File: config.mk
export PLATFORM = sky130hd
export DESIGN_NAME = vga_text_cell_to_ansi_encoder_core
export DESIGN_NICKNAME = d
export VERILOG_FILES = /design/src/vtae_pkg.sv /design/src/vga_text_cell_to_ansi_encoder_core.sv /design/src/vtae_front.sv /design/src/vtae_queue.sv /design/src/vtae_back.sv
export SDC_FILE = /design/constraint.sdc
export NUM_CORES = 1
export LEC_CHECK = 0
export BUFFER_PORTS_ARGS = -buffer_cell sky130_fd_sc_hd__buf_2
export CORE_AREA = 2 2 109 111
export DETAILED_ROUTE_END_ITERATION = 10
export DIE_AREA = 0 0 111 113
export GPL_ROUTABILITY_DRIVEN = 0
export HOLD_SLACK_MARGIN = 0.1
export PLACE_DENSITY = 0.76
export SLEW_MARGIN = 0
export SYNTH_ARGS = -nofsm -noshare
export SYNTH_HDL_FRONTEND = slang
export SYNTH_SLANG_ARGS = --single-unit
File: constraint.sdc
create_clock -name aclk -period 3.9 [get_ports aclk]
set_input_delay 0.78 -clock aclk [delete_from_list [all_inputs] [get_ports aclk]]
set_output_delay 0.78 -clock aclk [all_outputs]
set_load 0.03 [all_outputs]
File: src/vtae_pkg.sv
// Shared types, constants and byte tables for the text cell to terminal encoder.
// No dependencies; every other file in src imports this package.
`default_nettype none

package vtae_pkg;

    // Screen geometry
    localparam int COLUMNS = 80;
    localparam int ROWS    = 25;
    localparam int CNT_W   = 8;

    // Depth of the job queue between front and back
    localparam int QDEPTH  = 4;
    localparam int QPTR_W  = $clog2(QDEPTH);
    localparam int QCNT_W  = $clog2(QDEPTH + 1);

    // Bytes of the terminal stream
    localparam logic [7:0] ESC_BYTE   = 8'h1B;
    localparam logic [7:0] LBRACKET   = 8'h5B;
    localparam logic [7:0] SEMICOLON  = 8'h3B;
    localparam logic [7:0] LETTER_M   = 8'h6D;
    localparam logic [7:0] DIGIT_0    = 8'h30;
    localparam logic [7:0] DIGIT_1    = 8'h31;
    localparam logic [7:0] DIGIT_3    = 8'h33;
    localparam logic [7:0] DIGIT_4    = 8'h34;
    localparam logic [7:0] NEWLINE    = 8'h0A;

    // One input item: a text cell
    typedef struct packed {
        logic [7:0] cell_char;
        logic [7:0] cell_attr;
    } cell_t;

    // One result item: a stream byte
    typedef struct packed {
        logic [7:0] out_byte;
        logic       last;
    } byte_out_t;

    // Classified cell handed from front to back
    typedef struct packed {
        logic [7:0] cell_char;
        logic [7:0] cell_attr;
        logic       attr_chg;   // emit foreground and background escapes
        logic       row_nl;     // emit reset and newline at row end
        logic       scr_end;    // emit reset at screen end
        logic       scr_nl;     // newline after the screen-end reset
    } job_t;

    // Output segments of one job, one-hot
    typedef enum logic [4:0] {
        SEG_FG   = 5'b00001,
        SEG_BG   = 5'b00010,
        SEG_CHAR = 5'b00100,
        SEG_ROW  = 5'b01000,
        SEG_SCR  = 5'b10000
    } seg_t;

    // PC colour index to ANSI colour index
    function automatic logic [2:0] colour_map(input logic [2:0] pc);
        logic [2:0] res;
        begin
            case (pc)
                3'd0:    res = 3'd0;
                3'd1:    res = 3'd4;
                3'd2:    res = 3'd2;
                3'd3:    res = 3'd6;
                3'd4:    res = 3'd1;
                3'd5:    res = 3'd5;
                3'd6:    res = 3'd3;
                default: res = 3'd7;
            endcase
            return res;
        end
    endfunction

    // Byte at position idx of a colour escape; bright colours carry "1;"
    function automatic logic [7:0] colour_byte(input logic [2:0] idx,
                                               input logic [3:0] nib,
                                               input logic [7:0] tens);
        logic [7:0] digit;
        logic [7:0] res;
        begin
            digit = DIGIT_0 + {5'd0, colour_map(nib[2:0])};
            if (nib[3]) begin
                case (idx)
                    3'd0:    res = ESC_BYTE;
                    3'd1:    res = LBRACKET;
                    3'd2:    res = DIGIT_1;
                    3'd3:    res = SEMICOLON;
                    3'd4:    res = tens;
                    3'd5:    res = digit;
                    default: res = LETTER_M;
                endcase
            end else begin
                case (idx)
                    3'd0:    res = ESC_BYTE;
                    3'd1:    res = LBRACKET;
                    3'd2:    res = tens;
                    3'd3:    res = digit;
                    default: res = LETTER_M;
                endcase
            end
            return res;
        end
    endfunction

    // Byte at position idx of the attribute reset followed by newline
    function automatic logic [7:0] reset_byte(input logic [2:0] idx);
        logic [7:0] res;
        begin
            case (idx)
                3'd0:    res = ESC_BYTE;
                3'd1:    res = LBRACKET;
                3'd2:    res = DIGIT_0;
                3'd3:    res = LETTER_M;
                default: res = NEWLINE;
            endcase
            return res;
        end
    endfunction

endpackage

`default_nettype wire

File: src/vga_text_cell_to_ansi_encoder_core.sv
// Top level of the text cell to terminal byte-stream encoder.
// Depends on vtae_pkg, vtae_front, vtae_queue and vtae_back.
//
// Each accepted cell (character and attribute byte) becomes a run of output
// bytes, one per cycle unless m_ready holds them: foreground and background
// escapes when the attribute differs from the kept one (5 or 7 bytes each),
// the character, then at row ends (newline mode on) and screen ends the reset,
// with a newline in newline mode, up to 25 bytes for one cell; last marks a
// cell's final byte. The output byte rate of the back end sets throughput; a
// plain character causes a single byte. A four-entry job queue lets cells be
// accepted while an earlier cell's bytes are still being sent. newline_enable is
// written over the cfg channel, always ready, and acts from the next accepted cell.
`default_nettype none

module vga_text_cell_to_ansi_encoder_core (
    input  wire logic                aclk,
    input  wire logic                aresetn,
    input  wire logic                s_valid,
    output logic                     s_ready,
    input  wire vtae_pkg::cell_t     s_data,
    output logic                     m_valid,
    input  wire logic                m_ready,
    output vtae_pkg::byte_out_t      m_data,
    input  wire logic                cfg_valid,
    output logic                     cfg_ready,
    input  wire logic                cfg_data
);
    import vtae_pkg::*;

    logic f_valid, f_ready;
    job_t f_job;
    logic b_valid, b_ready;
    job_t b_job;

    assign cfg_ready = 1'b1;

    // Cell classification
    vtae_front u_front (
        .aclk      (aclk),
        .aresetn   (aresetn),
        .s_valid   (s_valid),
        .s_ready   (s_ready),
        .s_data    (s_data),
        .cfg_valid (cfg_valid),
        .cfg_data  (cfg_data),
        .job_valid (f_valid),
        .job_ready (f_ready),
        .job_data  (f_job)
    );

    // Job queue
    vtae_queue u_queue (
        .aclk       (aclk),
        .aresetn    (aresetn),
        .push_valid (f_valid),
        .push_ready (f_ready),
        .push_data  (f_job),
        .pop_valid  (b_valid),
        .pop_ready  (b_ready),
        .pop_data   (b_job)
    );

    // Byte emission
    vtae_back u_back (
        .aclk      (aclk),
        .aresetn   (aresetn),
        .job_valid (b_valid),
        .job_ready (b_ready),
        .job_data  (b_job),
        .m_valid   (m_valid),
        .m_ready   (m_ready),
        .m_data    (m_data)
    );

endmodule

`default_nettype wire

File: src/vtae_front.sv
// Front end: accepts cells, tracks kept attribute and row/column position,
// and classifies each cell into a job. Depends on vtae_pkg.
`default_nettype none

module vtae_front (
    input  wire logic            aclk,
    input  wire logic            aresetn,
    input  wire logic            s_valid,
    output logic                 s_ready,
    input  wire vtae_pkg::cell_t s_data,
    input  wire logic            cfg_valid,
    input  wire logic            cfg_data,
    output logic                 job_valid,
    input  wire logic            job_ready,
    output vtae_pkg::job_t       job_data
);
    import vtae_pkg::*;

    logic [7:0]       attr_reg, attr_next;
    logic [CNT_W-1:0] col_reg, col_next;
    logic [CNT_W-1:0] row_reg, row_next;
    logic             nl_en_reg;
    logic             accept;
    logic             row_end;
    logic             scr_end;

    assign s_ready   = job_ready;
    assign job_valid = s_valid;
    assign accept    = s_valid && job_ready;

    assign row_end = (col_reg == CNT_W'(COLUMNS - 1));
    assign scr_end = row_end && (row_reg == CNT_W'(ROWS - 1));

    // Classification of the incoming cell
    always_comb begin
        job_data.cell_char = s_data.cell_char;
        job_data.cell_attr = s_data.cell_attr;
        job_data.attr_chg  = (s_data.cell_attr != attr_reg);
        job_data.row_nl    = row_end && nl_en_reg;
        job_data.scr_end   = scr_end;
        job_data.scr_nl    = nl_en_reg;
    end

    // Next kept attribute and position
    always_comb begin
        attr_next = s_data.cell_attr;
        if ((row_end && nl_en_reg) || scr_end) begin
            attr_next = 8'd0;
        end
        if (scr_end) begin
            col_next = '0;
            row_next = '0;
        end else if (row_end) begin
            col_next = '0;
            row_next = row_reg + 1'b1;
        end else begin
            col_next = col_reg + 1'b1;
            row_next = row_reg;
        end
    end

    always_ff @(posedge aclk) begin
        if (!aresetn) begin
            attr_reg  <= 8'd0;
            col_reg   <= '0;
            row_reg   <= '0;
            nl_en_reg <= 1'b1;
        end else begin
            if (accept) begin
                attr_reg <= attr_next;
                col_reg  <= col_next;
                row_reg  <= row_next;
            end
            if (cfg_valid) begin
                nl_en_reg <= cfg_data;
            end
        end
    end

endmodule

`default_nettype wire

File: src/vtae_queue.sv
// Short job queue between front and back, built from registers.
// Depends on vtae_pkg for the job type and depth.
`default_nettype none

module vtae_queue (
    input  wire logic           aclk,
    input  wire logic           aresetn,
    input  wire logic           push_valid,
    output logic                push_ready,
    input  wire vtae_pkg::job_t push_data,
    output logic                pop_valid,
    input  wire logic           pop_ready,
    output vtae_pkg::job_t      pop_data
);
    import vtae_pkg::*;

    job_t              slot_reg [QDEPTH];
    logic [QPTR_W-1:0] wr_ptr_reg;
    logic [QPTR_W-1:0] rd_ptr_reg;
    logic [QCNT_W-1:0] count_reg;
    logic              push;
    logic              pop;

    assign push_ready = (count_reg != QCNT_W'(QDEPTH));
    assign pop_valid  = (count_reg != '0);
    assign pop_data   = slot_reg[rd_ptr_reg];
    assign push       = push_valid && push_ready;
    assign pop        = pop_valid && pop_ready;

    // Payload storage
    always_ff @(posedge aclk) begin
        if (push) begin
            slot_reg[wr_ptr_reg] <= push_data;
        end
    end

    // Pointers and fill count
    always_ff @(posedge aclk) begin
        if (!aresetn) begin
            wr_ptr_reg <= '0;
            rd_ptr_reg <= '0;
            count_reg  <= '0;
        end else begin
            if (push) begin
                wr_ptr_reg <= wr_ptr_reg + 1'b1;
            end
            if (pop) begin
                rd_ptr_reg <= rd_ptr_reg + 1'b1;
            end
            if (push && !pop) begin
                count_reg <= count_reg + 1'b1;
            end else if (pop && !push) begin
                count_reg <= count_reg - 1'b1;
            end
        end
    end

endmodule

`default_nettype wire

File: src/vtae_back.sv
// Back end: walks the segments of each job and emits one byte per cycle into a
// registered output stage while it is not stalled. Depends on vtae_pkg.
`default_nettype none

module vtae_back (
    input  wire logic               aclk,
    input  wire logic               aresetn,
    input  wire logic               job_valid,
    output logic                    job_ready,
    input  wire vtae_pkg::job_t     job_data,
    output logic                    m_valid,
    input  wire logic               m_ready,
    output vtae_pkg::byte_out_t     m_data
);
    import vtae_pkg::*;

    job_t       job_reg;
    seg_t       seg_reg;
    seg_t       seg_after;
    logic [2:0] idx_reg;
    logic [2:0] last_idx;
    logic       busy_reg;
    logic       m_valid_reg;
    byte_out_t  m_data_reg;
    logic [7:0] cur_byte;
    logic       has_after;
    logic       seg_done;
    logic       is_last;
    logic       adv;
    logic       load;

    assign adv       = busy_reg && (!m_valid_reg || m_ready);
    assign seg_done  = (idx_reg == last_idx);
    assign is_last   = seg_done && !has_after;
    assign load      = job_valid && (!busy_reg || (adv && is_last));
    assign job_ready = !busy_reg || (adv && is_last);
    assign m_valid   = m_valid_reg;
    assign m_data    = m_data_reg;

    // Current byte, segment length and following segment
    always_comb begin
        cur_byte  = job_reg.cell_char;
        last_idx  = 3'd0;
        seg_after = SEG_CHAR;
        has_after = 1'b0;
        case (seg_reg)
            SEG_FG: begin
                cur_byte  = colour_byte(idx_reg, job_reg.cell_attr[3:0], DIGIT_3);
                last_idx  = job_reg.cell_attr[3] ? 3'd6 : 3'd4;
                seg_after = SEG_BG;
                has_after = 1'b1;
            end
            SEG_BG: begin
                cur_byte  = colour_byte(idx_reg, job_reg.cell_attr[7:4], DIGIT_4);
                last_idx  = job_reg.cell_attr[7] ? 3'd6 : 3'd4;
                seg_after = SEG_CHAR;
                has_after = 1'b1;
            end
            SEG_CHAR: begin
                cur_byte  = job_reg.cell_char;
                last_idx  = 3'd0;
                seg_after = job_reg.row_nl ? SEG_ROW : SEG_SCR;
                has_after = job_reg.row_nl || job_reg.scr_end;
            end
            SEG_ROW: begin
                cur_byte  = reset_byte(idx_reg);
                last_idx  = 3'd4;
                seg_after = SEG_SCR;
                has_after = job_reg.scr_end;
            end
            SEG_SCR: begin
                cur_byte  = reset_byte(idx_reg);
                last_idx  = job_reg.scr_nl ? 3'd4 : 3'd3;
                seg_after = SEG_SCR;
                has_after = 1'b0;
            end
            default: begin
                cur_byte  = job_reg.cell_char;
                last_idx  = 3'd0;
                seg_after = SEG_CHAR;
                has_after = 1'b0;
            end
        endcase
    end

    // Job walk
    always_ff @(posedge aclk) begin
        if (!aresetn) begin
            busy_reg <= 1'b0;
            seg_reg  <= SEG_CHAR;
            idx_reg  <= 3'd0;
        end else if (load) begin
            busy_reg <= 1'b1;
            seg_reg  <= job_data.attr_chg ? SEG_FG : SEG_CHAR;
            idx_reg  <= 3'd0;
        end else if (adv) begin
            if (seg_done) begin
                seg_reg  <= seg_after;
                idx_reg  <= 3'd0;
                busy_reg <= has_after;
            end else begin
                idx_reg <= idx_reg + 1'b1;
            end
        end
    end

    always_ff @(posedge aclk) begin
        if (load) begin
            job_reg <= job_data;
        end
    end

    // Output register
    always_ff @(posedge aclk) begin
        if (!aresetn) begin
            m_valid_reg <= 1'b0;
        end else if (adv) begin
            m_valid_reg <= 1'b1;
        end else if (m_ready) begin
            m_valid_reg <= 1'b0;
        end
    end

    always_ff @(posedge aclk) begin
        if (adv) begin
            m_data_reg.out_byte <= cur_byte;
            m_data_reg.last     <= is_last;
        end
    end

endmodule

`default_nettype wire

=== After elaboration in Yosys (flattened, before gate mapping) ===
Memories as Yosys holds them, arrays and structs flattened. A register that Yosys moved wholly into a read port is not among the register bits.
Cells that the tools add are included.
W data, S select, Z words.

* Register bits: 70
* Memory bits (writable): 80
* Input port bits: 22
* Output and inout bits: 12
* Word-level logic and storage cells: 128
* Memories kept: 1

{| class="wikitable"
|+ Memory list
! name !! depth !! width !! rd ports !! clocked after Yosys merged registers in !! write ports !! line !! RTL
|-
| u_queue.slot_reg || 4 || 20 || 1 || 1 || 1 || vtae_queue.sv:17 || <nowiki>job_t slot_reg [QDEPTH];</nowiki>
|}

* Add/subtract/negate cells: 9
* Eq/ne operators: 27
* Mux-type cells: 40
* Bitwise gates (word level): 1
* Reductions and logical operators: 32

{| class="wikitable"
|+ Operators by type and width
! operator !! number
|-
| $pmux W8 S6 || 2
|-
| $pmux W8 S4 || 2
|-
| $mux W8 || 7
|-
| $pmux W3 S7 || 2
|-
| $pmux W7 S4 || 1
|-
| $eq A3 B3 Y1 const B || 8
|-
| $pmux W8 S3 || 1
|-
| $mux W3 || 7
|-
| $mux W5 || 4
|-
| $eq A3 B2 Y1 const B || 6
|-
| $add A8 B1 Y8 const B || 2
|-
| $pmux W5 S3 || 1
|-
| $add A6 B3 Y7 const A || 2
|-
| $pmux W3 S4 || 1
|-
| $reduce_bool A2 Y1 || 5
|-
| $eq A3 B1 Y1 const B || 3
|-
| $logic_and A1 B1 Y1 || 9
|-
| $logic_not A3 Y1 || 3
|-
| $eq A8 B5 Y1 const B || 1
|-
| $eq A8 B7 Y1 const B || 1
|-
| $mux W2 || 4
|-
| $ne A8 B8 Y1 || 1
|-
| $mux W1 || 7
|-
| $add A3 B1 Y3 const B || 2
|-
| 16 further kinds || 27
|}

=== Depth between registers and ports, before layout ===
Gate-level depths: netlist of the first run.

* Depth after elaboration: 11
* Mapped depth: 13
* Gate-level depth less buffers: 11

=== Hierarchy ===
From an unflattened synthesis of the first run, not the netlist that was laid out.

* Cell total of the unflattened synthesis: 527
* Area, all modules: 6919.1 µm²

{| class="wikitable"
|+ Modules (own cells, without submodules)
! module !! instances !! cells an instance !! area each (µm²) !! seq. area each (µm²)
|-
| vtae_queue || 1 || 152 || 3399.5 || 2582.5
|-
| vtae_back || 1 || 222 || 2144.6 || 1041.0
|-
| vtae_front || 1 || 151 || 1363.8 || 500.5
|-
| vga_text_cell_to_ansi_encoder_core || 1 || 2 || 11.3 || 0.0
|}

=== Worst setup path after synthesis of the first run ===
Ideal clock, no wire load.

* Path type: register to register
* Start: register u_back.seg_reg[3]
* End: register u_queue.count_reg[2]
* Library setup time: 0.071 ns
* Arrival time: 2.640 ns
* Data required time: 3.829 ns
* Setup slack: 1.188 ns
* Stages on the path, launching flop included: 13
* Path buffers: 1
* Period minus slack after synthesis: 2.712 ns
* Cells stage by stage: dfxtp_1 > buf_6 > nor3_2 > o21ai_1 > a32o_1 > nand2_1 > o31a_2 > ha_1 > inv_1 > fa_1 > xor2_1 > or3_1 > a21oi_1

* Cells in the longest elaborated chain, start to end: 11
* Elaborated cells on any way between the ends: 19
* Those cells by class: eq/ne (6); mux (3); reduce/logical (10)

{| class="wikitable"
|+ RTL lines
! element !! line !! RTL
|-
| from (decl) || vtae_back.sv:18 || <nowiki>seg_t seg_reg;</nowiki>
|-
| from (signal assigned) || vtae_back.sv:94 || <nowiki>seg_reg <= job_data.attr_chg ? SEG_FG : SEG_CHAR;</nowiki>
|-
| from (signal assigned) || vtae_back.sv:98 || <nowiki>seg_reg <= seg_after;</nowiki>
|-
| $eq A5 B1 Y1 or $eq A5 B2 Y1 (tied branches) || vtae_back.sv:46 || <nowiki>case (seg_reg)</nowiki>
|-
| $reduce_or A2 Y1 (no source line) || - ||
|-
| $pmux W1 S3 || vtae_back.sv:46 ||
|-
| $logic_not A1 Y1 || vtae_back.sv:34 || <nowiki>assign is_last = seg_done && !has_after;</nowiki>
|-
| $logic_and A1 B1 Y1 * || vtae_back.sv:34 ||
|-
| $logic_and A1 B1 Y1 * || vtae_back.sv:36 || <nowiki>assign job_ready = !busy_reg || (adv && is_last);</nowiki>
|-
| $logic_or A1 B1 Y1 * || vtae_back.sv:36 ||
|-
| $logic_and A1 B1 Y1 * || vtae_queue.sv:28 || <nowiki>assign pop = pop_valid && pop_ready;</nowiki>
|-
| $logic_not A1 Y1 || vtae_queue.sv:50 || <nowiki>if (push && !pop) begin</nowiki>
|-
| $logic_and A1 B1 Y1 || vtae_queue.sv:50 ||
|-
| $mux W3 or $reduce_bool A2 Y1 (tied branches) || - ||
|-
| to (signal assigned) || vtae_queue.sv:51 || <nowiki>count_reg <= count_reg + 1'b1;</nowiki>
|-
| to (signal assigned) || vtae_queue.sv:53 || <nowiki>count_reg <= count_reg - 1'b1;</nowiki>
|-
| to (decl) || vtae_queue.sv:20 || <nowiki>logic [QCNT_W-1:0] count_reg;</nowiki>
|}

Every way passes the cells marked *; elsewhere a longest branch is shown, timed or not.
A chain may end at the register's enable or synchronous reset.

=== Worst setup path in the final report of the first run ===
* Start: register u_back.seg_reg[4]
* End: register u_queue.count_reg[2]

Same word-level chain as after synthesis.

==> flow_summary.yaml, run 1 <==
critical_path:
  path_class: "reg -> reg"
  cp-end-kind: "flip-flop"
  rr_worst_depth: 11
  critical_path_required_ns: 4.24
  arrival_ns: 3.55
  r2r_start: "u_back.seg_reg[4]"
  start_kind: "flip-flop"
  critPathMaxFanout: 10
  r2r-end: "u_queue.count_reg[2]"
  rrSetupSlack_ns: 0.69
cts:
  postCtsSetupRepairBufs: 0
  cts_buffers: 17
  htreeDepth: 4
  clockBufferDepth: 2
  clkTransAtPathRegs_ns: 0.06
  cts_resized: 0
  clock-sinks: 152
  cts_root_buffer: "clkbuf_16"
  worstSkewPairLatency_ns: 0.42
  postCtsHoldBufs: 0
  cts_tree: "built"
yosys:
  yosysTopAreaCellShare_pct: 47.8
  ys_async_sr_fraction_pct: 0
  synth_cell_type_count: 72
  synth_area_leaders: "edfxtp_1 48%, dfxtp_1 13%, mux4_2 6.6%"
  netlist_top_cells_count: "108 x edfxtp_1, 48 x nor2_1, 46 x nand2_1, 44 x dfxtp_1, 23 x a21oi_1"
  synth-seq-cells: 152
  synth-edff-count: 108
  syn_nets: 565
  ys_warn_count: 0
  synth_top_area_cell: "edfxtp_1"
  syn-cell-area_mm2: 0.00679
  yosysSeqAreaShare_pct: 60.8
  syn_avg_cell_area_um2: 12.8
  synth.most_common_cell: "edfxtp_1"
  ys.flop_type: "edfxtp_1"
  postSynthCellCount: 529
floorplanning:
  die_h_um: 113
  dieArea_mm2: 0.0125
  initial_core_util_pct: 60.2
  die_w_um: 111
  num_rows: 39
  ios: 34
  core_area_mm2: 0.0113
worst_hold_path:
  holdPathEnd: "u_front.col_reg[1]"
  worstHoldPathCells: 2
  hp-class: "reg -> reg"
  min_from: "u_front.col_reg[1]"
timing:
  setup_slack_ns: 0.691
  period_minus_slack_ns: 3.21
  setup_viol: 0
  finalClockSkew_ns: 0.0173
  slew_violations: 0
  fmax_ghz: 0.312
  relSlewSlack_pct: 27.2
  fin_crit_sh_pct: 82.3
  setup_tns_ns: 0
  hold_violations: 0
  tightest_slew_ns: 1.09
  rsz0062_at_grt: "false"
detailed_routing:
  drt_iter0_markers: 434
  wirelength_um: 12900
  vias: 4293
  first_pass_iters: 5
  wl_per_cell_um: 18.1
  post-route-drc-count: 0
  drt.antenna.violating_nets: 0
  vias_per_cell: 6.03
placement:
  place_hpwl_um: 8710
  port_buffers: 32
  dpl-instance-area_mm2: 0.00701
  dp_slack_ns: 0.732
global_routing:
  grt_use_total_pct: 21.8
  grt_pass1_vias: 4355
  antenna_found_initial: 0
  met2_usage_pct: 37.0
  busiest_layer: "met2"
  met1_usage_pct: 26.4
  grt_pass1_wl_um: 21100
  grtUsageMet3_pct: 6.11
  grt_max_degree: 23
  globalRoute.totalOverflow: 0
pwr:
  p_per_area_mw_per_mm2: 695
  irDropWorstVdd_v: 0.000460
  leakage_nw: 2.74
finish:
  final_nets: 593
  drive_gt1_share_pct: 17.9
  antenna_cells: 0
  final_cell_area_mm2: 0.00761
  syn_to_final_growth_pct: 12.2
  largest_reg_flops: 80
run:
  cap_violations: 0
run_status:
  status: "finished clean"
## how the worst max path moves through the flow
| stage | from | end | slack [ns] | depth (start not counted) |
|---|---|---|---|---|
| after global routing | u_back.seg_reg[1] | u_queue.count_reg[2] | 0.44 | 11 |
| after global placement | u_back.seg_reg[4] | u_queue.count_reg[2] | 0.90 | 11 |
| after floorplan | u_back.seg_reg[3] | u_queue.count_reg[2] | 1.19 | 12 |
| after CTS | u_back.seg_reg[4] | u_queue.count_reg[2] | 0.70 | 11 |
| final | u_back.seg_reg[4] | u_queue.count_reg[2] | 0.69 | 11 |
| after detailed placement | u_back.seg_reg[4] | u_queue.count_reg[2] | 0.73 | 11 |
## layout make-up
type / instances / area, um2
Multi-Input combinational cell: 333 / 2460
Tap cell: 143 / 179
Clock inverter: 12 / 163
Fill cell: 775 / 3660
Inverter: 19 / 71.3
Sequential cell: 152 / 4120
Clock buffer: 19 / 443
Timing Repair Buffer: 34 / 175
## cell families (layout without fill, tap and decap cells)
family / after synthesis / count (layout) / synth area share [%]
AOI/OAI and AO/OA: 97 / 97 / 10.1
other: 1 / 1 / 0.0553
muxes: 27 / 27 / 7.69
adders and majority gates: 14 / 14 / 2.69
buffers and inverters: 44 / 84 / 2.99
xor gates and xnor gates: 27 / 27 / 3.48
and+or+nand+nor: 167 / 167 / 12.2
DFF: 152 / 152 / 60.8
## layer usage
| metal | wire length, um | vias up | part of all wire (%) |
|---|---|---|---|
| li1 | - | 2035 | - |
| met1 | 5460 | 2100 | 42 |
| met2 | 6540 | 129 | 51 |
| met3 | 587 | 29 | 4.5 |
| met4 | 314 | 0 | 2.4 |
| met5 | 0 | - | 0 |
## cell usage in the layout, fill, tap and decap left out, types with 17 or more instances in the layout
master | netlist | routed
mux4_2 | 20 | 20
nor2_1 | 48 | 48
clkbuf_16 | 0 | 17
edfxtp_1 | 108 | 108
inv_1 | 18 | 18
a21oi_1 | 23 | 23
dfxtp_1 | 44 | 44
o21ai_0 | 22 | 22
buf_2 | 6 | 32
nand2_1 | 46 | 46
xor2_1 | 22 | 22
## critical path: stages, from the launching register on
cell,delay [ns]
dfxtp_1,0.54
nor3b_4,0.35
nand2_2,0.10
a21oi_1,0.21
o32a_1,0.45
o31a_2,0.24
ha_1,0.20
inv_1,0.06
fa_1,0.38
xor2_1,0.15
or3_1,0.30
a21oi_1,0.14
## through the flow
step / power, mW / utilization [%] / hold slack [ns] / cells
6_report: 5.29 / 67.6 / 0.491 / 712
4_1_cts: 5.32 / 67.6 / 0.498 / 712
2_1_floorplan: 3.32 / - / 0.445 / 529
3_3_place_gp: 3.60 / 62.2 / 0.463 / 681
5_1_grt: 5.54 / 67.6 / 0.517 / 712
3_5_place_dp: 3.64 / 62.2 / 0.489 / 681
## power by group
group / internal, mW / total [mW] / leakage, nW / switching, mW
logic: 0.502 / 1.28 / 1.07 / 0.775
clock network: 1.03 / 1.67 / 0.296 / 0.646
registers: 2.13 / 2.34 / 1.38 / 0.208
Power figures use the tool's default switching activity.
==> run 2: changes to the inputs <==
ABC_AREA = 1   (was not set)
CORE_AREA = 2 2 113 115   (was 2 2 109 111)
DIE_AREA = 0 0 115 117   (was 0 0 111 113)
PLACE_DENSITY = 0.72   (was 0.76)
clock period = 2.7 ns   (was 3.9 ns; I/O delays follow)
==> flow_summary.yaml, run 2 <==
pwr:
  comb_power_share_pct: 28.5
  total_power_mw: 8.00
  pwr-share-clk_pct: 29.4
  p_seq_share_pct: 42.1
  p_sw_mw: 2.71
  leakage_nw: 2.85
  p_sw_share_pct: 33.9
  intPower_mw: 5.29
  p_per_area_mw_per_mm2: 1060
  irDropWorstVdd_v: 0.000499
timing:
  tightest_slew_ns: 1.07
  fmax_ghz: 0.399
  fin_crit_sh_pct: 92.8
  finalClockSkew_ns: 0.00503
  rsz0062_at_grt: "false"
  setup_viol: 0
  hold_violations: 0
  relSlewSlack_pct: 28.7
  slew_violations: 0
  setup_tns_ns: 0
  period_minus_slack_ns: 2.50
finish:
  final_cells: 837
  final_common_cell: "edfxtp_1"
  fill_cells: 943
  largest_reg_flops: 80
  syn_to_final_growth_pct: 15.4
  final_nets: 710
  final_cell_area_mm2: 0.00754
  antenna_cells: 0
  drive_gt1_share_pct: 14.8
  layout_common_cells: "108 x edfxtp_1, 94 x nor2_1, 65 x nand2_1"
critical_path:
  worstPathCellList: "inv_2 -> nand3_1 -> nor2_1 -> nor3_2 -> nand4_4 -> nand2_4 -> inv_2 -> ha_1 -> inv_1 -> fa_2 -> o21ai_0 -> nor2_1"
  critical_path_required_ns: 3.01
  critPathMaxFanout: 6
  path_class: "reg -> reg"
  critPathBufInv: 3
  critPathTopFamily: "simple AND/OR/NAND/NOR gates"
  slowest_stage: "dfxtp_1"
  arrival_ns: 2.81
  max_stage_delay_ns: 0.44
  cp-end-kind: "flip-flop"
  start_kind: "flip-flop"
yosys:
  synth.most_common_cell: "edfxtp_1"
  synth_cell_type_count: 42
  synth-edff-count: 108
  syn_avg_cell_area_um2: 10.4
  yosysTopAreaCellShare_pct: 49.6
  syn_nets: 666
  postSynthCellCount: 630
  synth_area_leaders: "edfxtp_1 50%, dfxtp_1 13%, nor2_1 5.5%"
  ys_async_sr_fraction_pct: 0
  ys_warn_count: 0
  synth-seq-cells: 152
  synth_top_area_cell: "edfxtp_1"
  yosysSeqAreaShare_pct: 63.1
  netlist_top_cells_count: "108 x edfxtp_1, 96 x nor2_1, 66 x nand2_1, 64 x o21ai_0, 58 x inv_1"
  ys.flop_type: "edfxtp_1"
  syn-cell-area_mm2: 0.00654
global_routing:
  grt_max_degree: 41
  grt_use_total_pct: 20.3
  grt_pass1_vias: 4428
  antenna_found_initial: 0
  globalRoute.totalOverflow: 0
  grt_pass1_wl_um: 20700
floorplanning:
  ios: 34
  die_h_um: 117
  core_area_mm2: 0.0123
  die_w_um: 115
  dieArea_mm2: 0.0135
  initial_core_util_pct: 53.1
  num_rows: 41
cts:
  cts_tree: "built"
  cts_buffers: 17
  postCtsHoldBufs: 0
  htreeDepth: 4
  clockBufferDepth: 2
  clock-sinks: 152
  worstSkewPairLatency_ns: 0.42
  clkTransAtPathRegs_ns: 0.06
  cts_root_buffer: "clkbuf_16"
placement:
  port_buffers: 32
  dp.cells: 803
  place_hpwl_um: 8390
  dpl-instance-area_mm2: 0.00688
detailed_routing:
  wirelength_um: 12700
  first_pass_iters: 5
  vias: 4652
  drt.antenna.violating_nets: 0
  post-route-drc-count: 0
  vias_per_cell: 5.56
  drt_iter0_markers: 374
  wl_per_cell_um: 15.1
run:
  cap_violations: 0
worst_hold_path:
  hp-class: "in -> reg"
run_status:
  status: "finished clean"
## run 2: cell count changes after synthesis, moves of 8 or more
| cell | delta |
|---|---|
| a21oi_1 | +12 |
| o22ai_1 | +18 |
| a22oi_1 | -8 |
| nand3_1 | +14 |
| mux4_2 | -20 |
| nor2_1 | +48 |
| o21ai_0 | +42 |
| inv_1 | +40 |
| xor2_1 | -15 |
| and3_1 | -9 |
| nand2_1 | +20 |
## run 2: cell type report
type                       count  area [um2]  area share (%)
multi-input combinational    396        2140            28.4
clock inverter                15         175            2.32
inverter                      63         236            3.13
sequential                   152        4130            54.7
clock buffer                  17         425            5.64
tap                          150         188            2.49
timing repair buffer          44         250            3.32
## run 2: path summary, 6_finish.rpt
| path | startpoint | endpoint | slack (ns) | depth (start not counted) |
|---|---|---|---|---|
| max | u_back.seg_reg[4] | u_queue.count_reg[1] | 0.20 | 12 |
| min | cfg_valid | u_front.nl_en_reg | 0.33 | 2 |
| max reg2reg | u_back.seg_reg[4] | u_queue.count_reg[1] | 0.20 | 12 |
| min reg2reg | u_queue.count_reg[2] | u_queue.count_reg[2] | 0.49 | 2 |
## run 2: repair_timing
item | in CTS | in global routing
setup endpoints to repair | 0 | 1
resized for setup | 0 | 14
hold endpoints to repair | 0 | 0
buffers inserted | 0 | 2
## run 2: power by group through the flow
stage               clock (mW)  sequential, mW  combinational [mW]
global placement             0            3.38                2.15
detailed placement           0            3.40                2.22
floorplan                    0            3.48                1.49
CTS                       2.40            3.35                2.24
global route              2.49            3.41                2.56
finish                    2.35            3.37                2.28
## run 2: per-stage QoR
step | hold WS (ns) | utilization [%] | worst slack, ns
finish | 0.331 | 61.3 | 0.195
global route | 0.317 | 61.3 | 0.0238
detailed placement | 0.482 | 55.9 | 0.0963
CTS | 0.304 | 60.8 | 0.0861
global placement | 0.469 | 55.9 | 0.208
floorplan | 0.452 | - | 0.188
## run 2: kinds of logic after synthesis
family                     synth area share [%]
DFF                                        63.1
buffers and inverters                      4.78
xor gates and xnor gates                   1.74
adders and majority gates                  2.79
other                                    0.0574
AOI/OAI and AO/OA                          11.0
and+or+nand+nor                            16.6
## run 2: per-layer routing
metal  up-vias  part of all wire [%]  global-route usage (%)
li1       2281                     -                       -
met1      2189                    42                    25.0
met2       158                    50                    33.8
met3        24                   5.4                    4.53
met4         0                   2.0                    10.7
met5         -                     0                       0
==> run 3: changes to the inputs <==
CORE_AREA = 2 2 116 118   (was 2 2 113 115)
DIE_AREA = 0 0 118 120   (was 0 0 115 117)
PLACE_DENSITY = 0.73   (was 0.72)
SYNTH_HIERARCHICAL = 1   (was not set)
==> flow_summary.yaml, run 3 <==
global_routing:
  grt_use_total_pct: 20.0
  grt_max_degree: 41
  globalRoute.totalOverflow: 0
  grt_pass1_vias: 4678
  antenna_found_initial: 0
  grt_pass1_wl_um: 22100
finish:
  final_cells: 905
  final_common_cell: "edfxtp_1"
  final_util_pct: 60.1
  drive_gt1_share_pct: 17.6
  antenna_cells: 0
  syn_to_final_growth_pct: 11.7
  final_cell_area_mm2: 0.00780
  layout_common_cells: "108 x edfxtp_1, 89 x nor2_1, 85 x nand2_1"
  largest_reg_flops: 80
  final_nets: 752
critical_path:
  path_class: "reg -> reg"
  worstPathCellList: "nor2_4 -> nand4_1 -> xor2_2 -> nor2_4 -> nand4_4 -> nand2_4 -> nand2_2 -> ha_1 -> inv_1 -> fa_1 -> o21ai_0 -> nor2_1"
  start_kind: "flip-flop"
  slowest_stage: "fa_1"
  critical_path_required_ns: 3.01
  critPathMostFrequentCell: "nor2_4"
  critPathBufInv: 1
  cp-end-kind: "flip-flop"
  critPathTopFamily: "simple AND/OR/NAND/NOR gates"
  max_stage_delay_ns: 0.42
  critPathMaxFanout: 7
  arrival_ns: 2.80
yosys:
  yosysSeqAreaShare_pct: 59.0
  synth_cell_type_count: 40
  synth_top_area_cell: "edfxtp_1"
  syn_nets: 726
  ys.flop_type: "edfxtp_1"
  syn_avg_cell_area_um2: 10.1
  synth-edff-count: 108
  synth.most_common_cell: "edfxtp_1"
  syn-cell-area_mm2: 0.00699
  ys_async_sr_fraction_pct: 0
  netlist_top_cells_count: "108 x edfxtp_1, 89 x nor2_1, 85 x nand2_1, 67 x inv_1, 44 x dfxtp_1"
  postSynthCellCount: 690
  ys_warn_count: 6
  synth-seq-cells: 152
  yosysTopAreaCellShare_pct: 46.4
  synth_area_leaders: "edfxtp_1 46%, dfxtp_1 13%, nor2_1 4.8%"
detailed_routing:
  vias_per_cell: 5.47
  dr_wl_met2_um: 6690
  drt_iter0_markers: 380
  wirelength_um: 13500
  wl_met1_um: 5990
  route.met3.wl_um: 580
  drt.antenna.violating_nets: 0
  routed.top_layer: "met4"
  vias: 4951
  wl_per_cell_um: 15.0
  post-route-drc-count: 0
  first_pass_iters: 5
floorplanning:
  die_w_um: 118
  num_rows: 42
  core_area_mm2: 0.0130
  die_h_um: 120
  initial_core_util_pct: 53.8
  ios: 34
  dieArea_mm2: 0.0142
cts:
  clkTransAtPathRegs_ns: 0.06
  htreeDepth: 4
  worstSkewPairLatency_ns: 0.41
  cts_tree: "built"
  clock-sinks: 152
  clockBufferDepth: 2
  cts_buffers: 17
  cts_root_buffer: "clkbuf_16"
pwr:
  pwr-share-clk_pct: 28.7
  p_per_area_mw_per_mm2: 980
  p_sw_share_pct: 33.6
  comb_power_share_pct: 27.3
  irDropWorstVdd_v: 0.000523
  p_sw_mw: 2.57
  p_seq_share_pct: 44.0
  total_power_mw: 7.64
  intPower_mw: 5.08
  leakage_nw: 3.00
timing:
  setup_tns_ns: 0
  fin_crit_sh_pct: 92.1
  worst_hold_slack_ns: 0.317
  setup_viol: 0
  fmax_ghz: 0.402
  setup_slack_ns: 0.213
  tightest_slew_ns: 0.724
  period_minus_slack_ns: 2.49
  relSlewSlack_pct: 51.7
  slew_violations: 0
  finalClockSkew_ns: 0.00558
  hold_violations: 0
placement:
  port_buffers: 32
  place_hpwl_um: 9190
  dp.cells: 871
  dp_slack_ns: 0.200
  dpl-instance-area_mm2: 0.00720
run:
  cap_violations: 0
worst_hold_path:
  hp-class: "in -> reg"
run_status:
  status: "finished clean"
-- run 3: changes by cell type in the layout (fill, tap and decap cells not counted), moves of 9 or more --
cell and delta:
nand3_1 +15, inv_1 +9, nand2_1 +20, o21ai_0 -41, o21ai_1 +39
-- run 3: power groups by stage --
stage | sequential, mW | clock [mW] | combinational [mW]
after floorplan | 3.45 | 0 | 1.43
after global placement | 3.38 | 0 | 2.00
after detailed placement | 3.40 | 0 | 2.05
after CTS | 3.36 | 2.23 | 2.07
after global routing | 3.41 | 2.32 | 2.32
final | 3.37 | 2.19 | 2.08
-- run 3: what timing repair did --
item,4_1_cts,5_1_grt
endpoints found under the setup margin,0,1
resized for setup,0,6
hold buffers,0,0
buffers inserted,0,2
-- run 3: layout make-up --
cell class / instances / area, um2
clock buffers: 23 / 500
fillers: 1066 / 5180
repair buffers: 45 / 258
clock inverters: 9 / 62.6
well taps: 176 / 220
multi-input cells: 426 / 2360
flip-flops and latches: 152 / 4130
inverters: 74 / 278
-- run 3: kinds of logic (layout without fill, tap and decap cells) --
family,count (synthesis),after routing,share of synthesized area (%)
fa+ha+maj,14,14,2.62
xor+xnor,11,11,1.38
buf+inv,112,151,7.47
simple gates,266,266,18.6
compound gates,134,134,10.9
flops,152,152,59.0
other cells,1,1,0.0537
-- run 3: per-layer routing --
layer,up-vias,track usage (%)
met4,0,9.49
met5,-,0
met3,28,4.33
met1,2378,24.6
met2,134,33.6
li1,2411,-
-- run 3: final timing paths --
check | cells past startpoint | to | from | slack, ns
max | 12 | u_queue/count_reg[1] | u_back/seg_reg[3] | 0.21
min | 2 | u_front/nl_en_reg | cfg_valid | 0.32
max reg2reg | 12 | u_queue/count_reg[1] | u_back/seg_reg[3] | 0.21
min reg2reg | 2 | u_front/row_reg[5] | u_front/row_reg[5] | 0.49
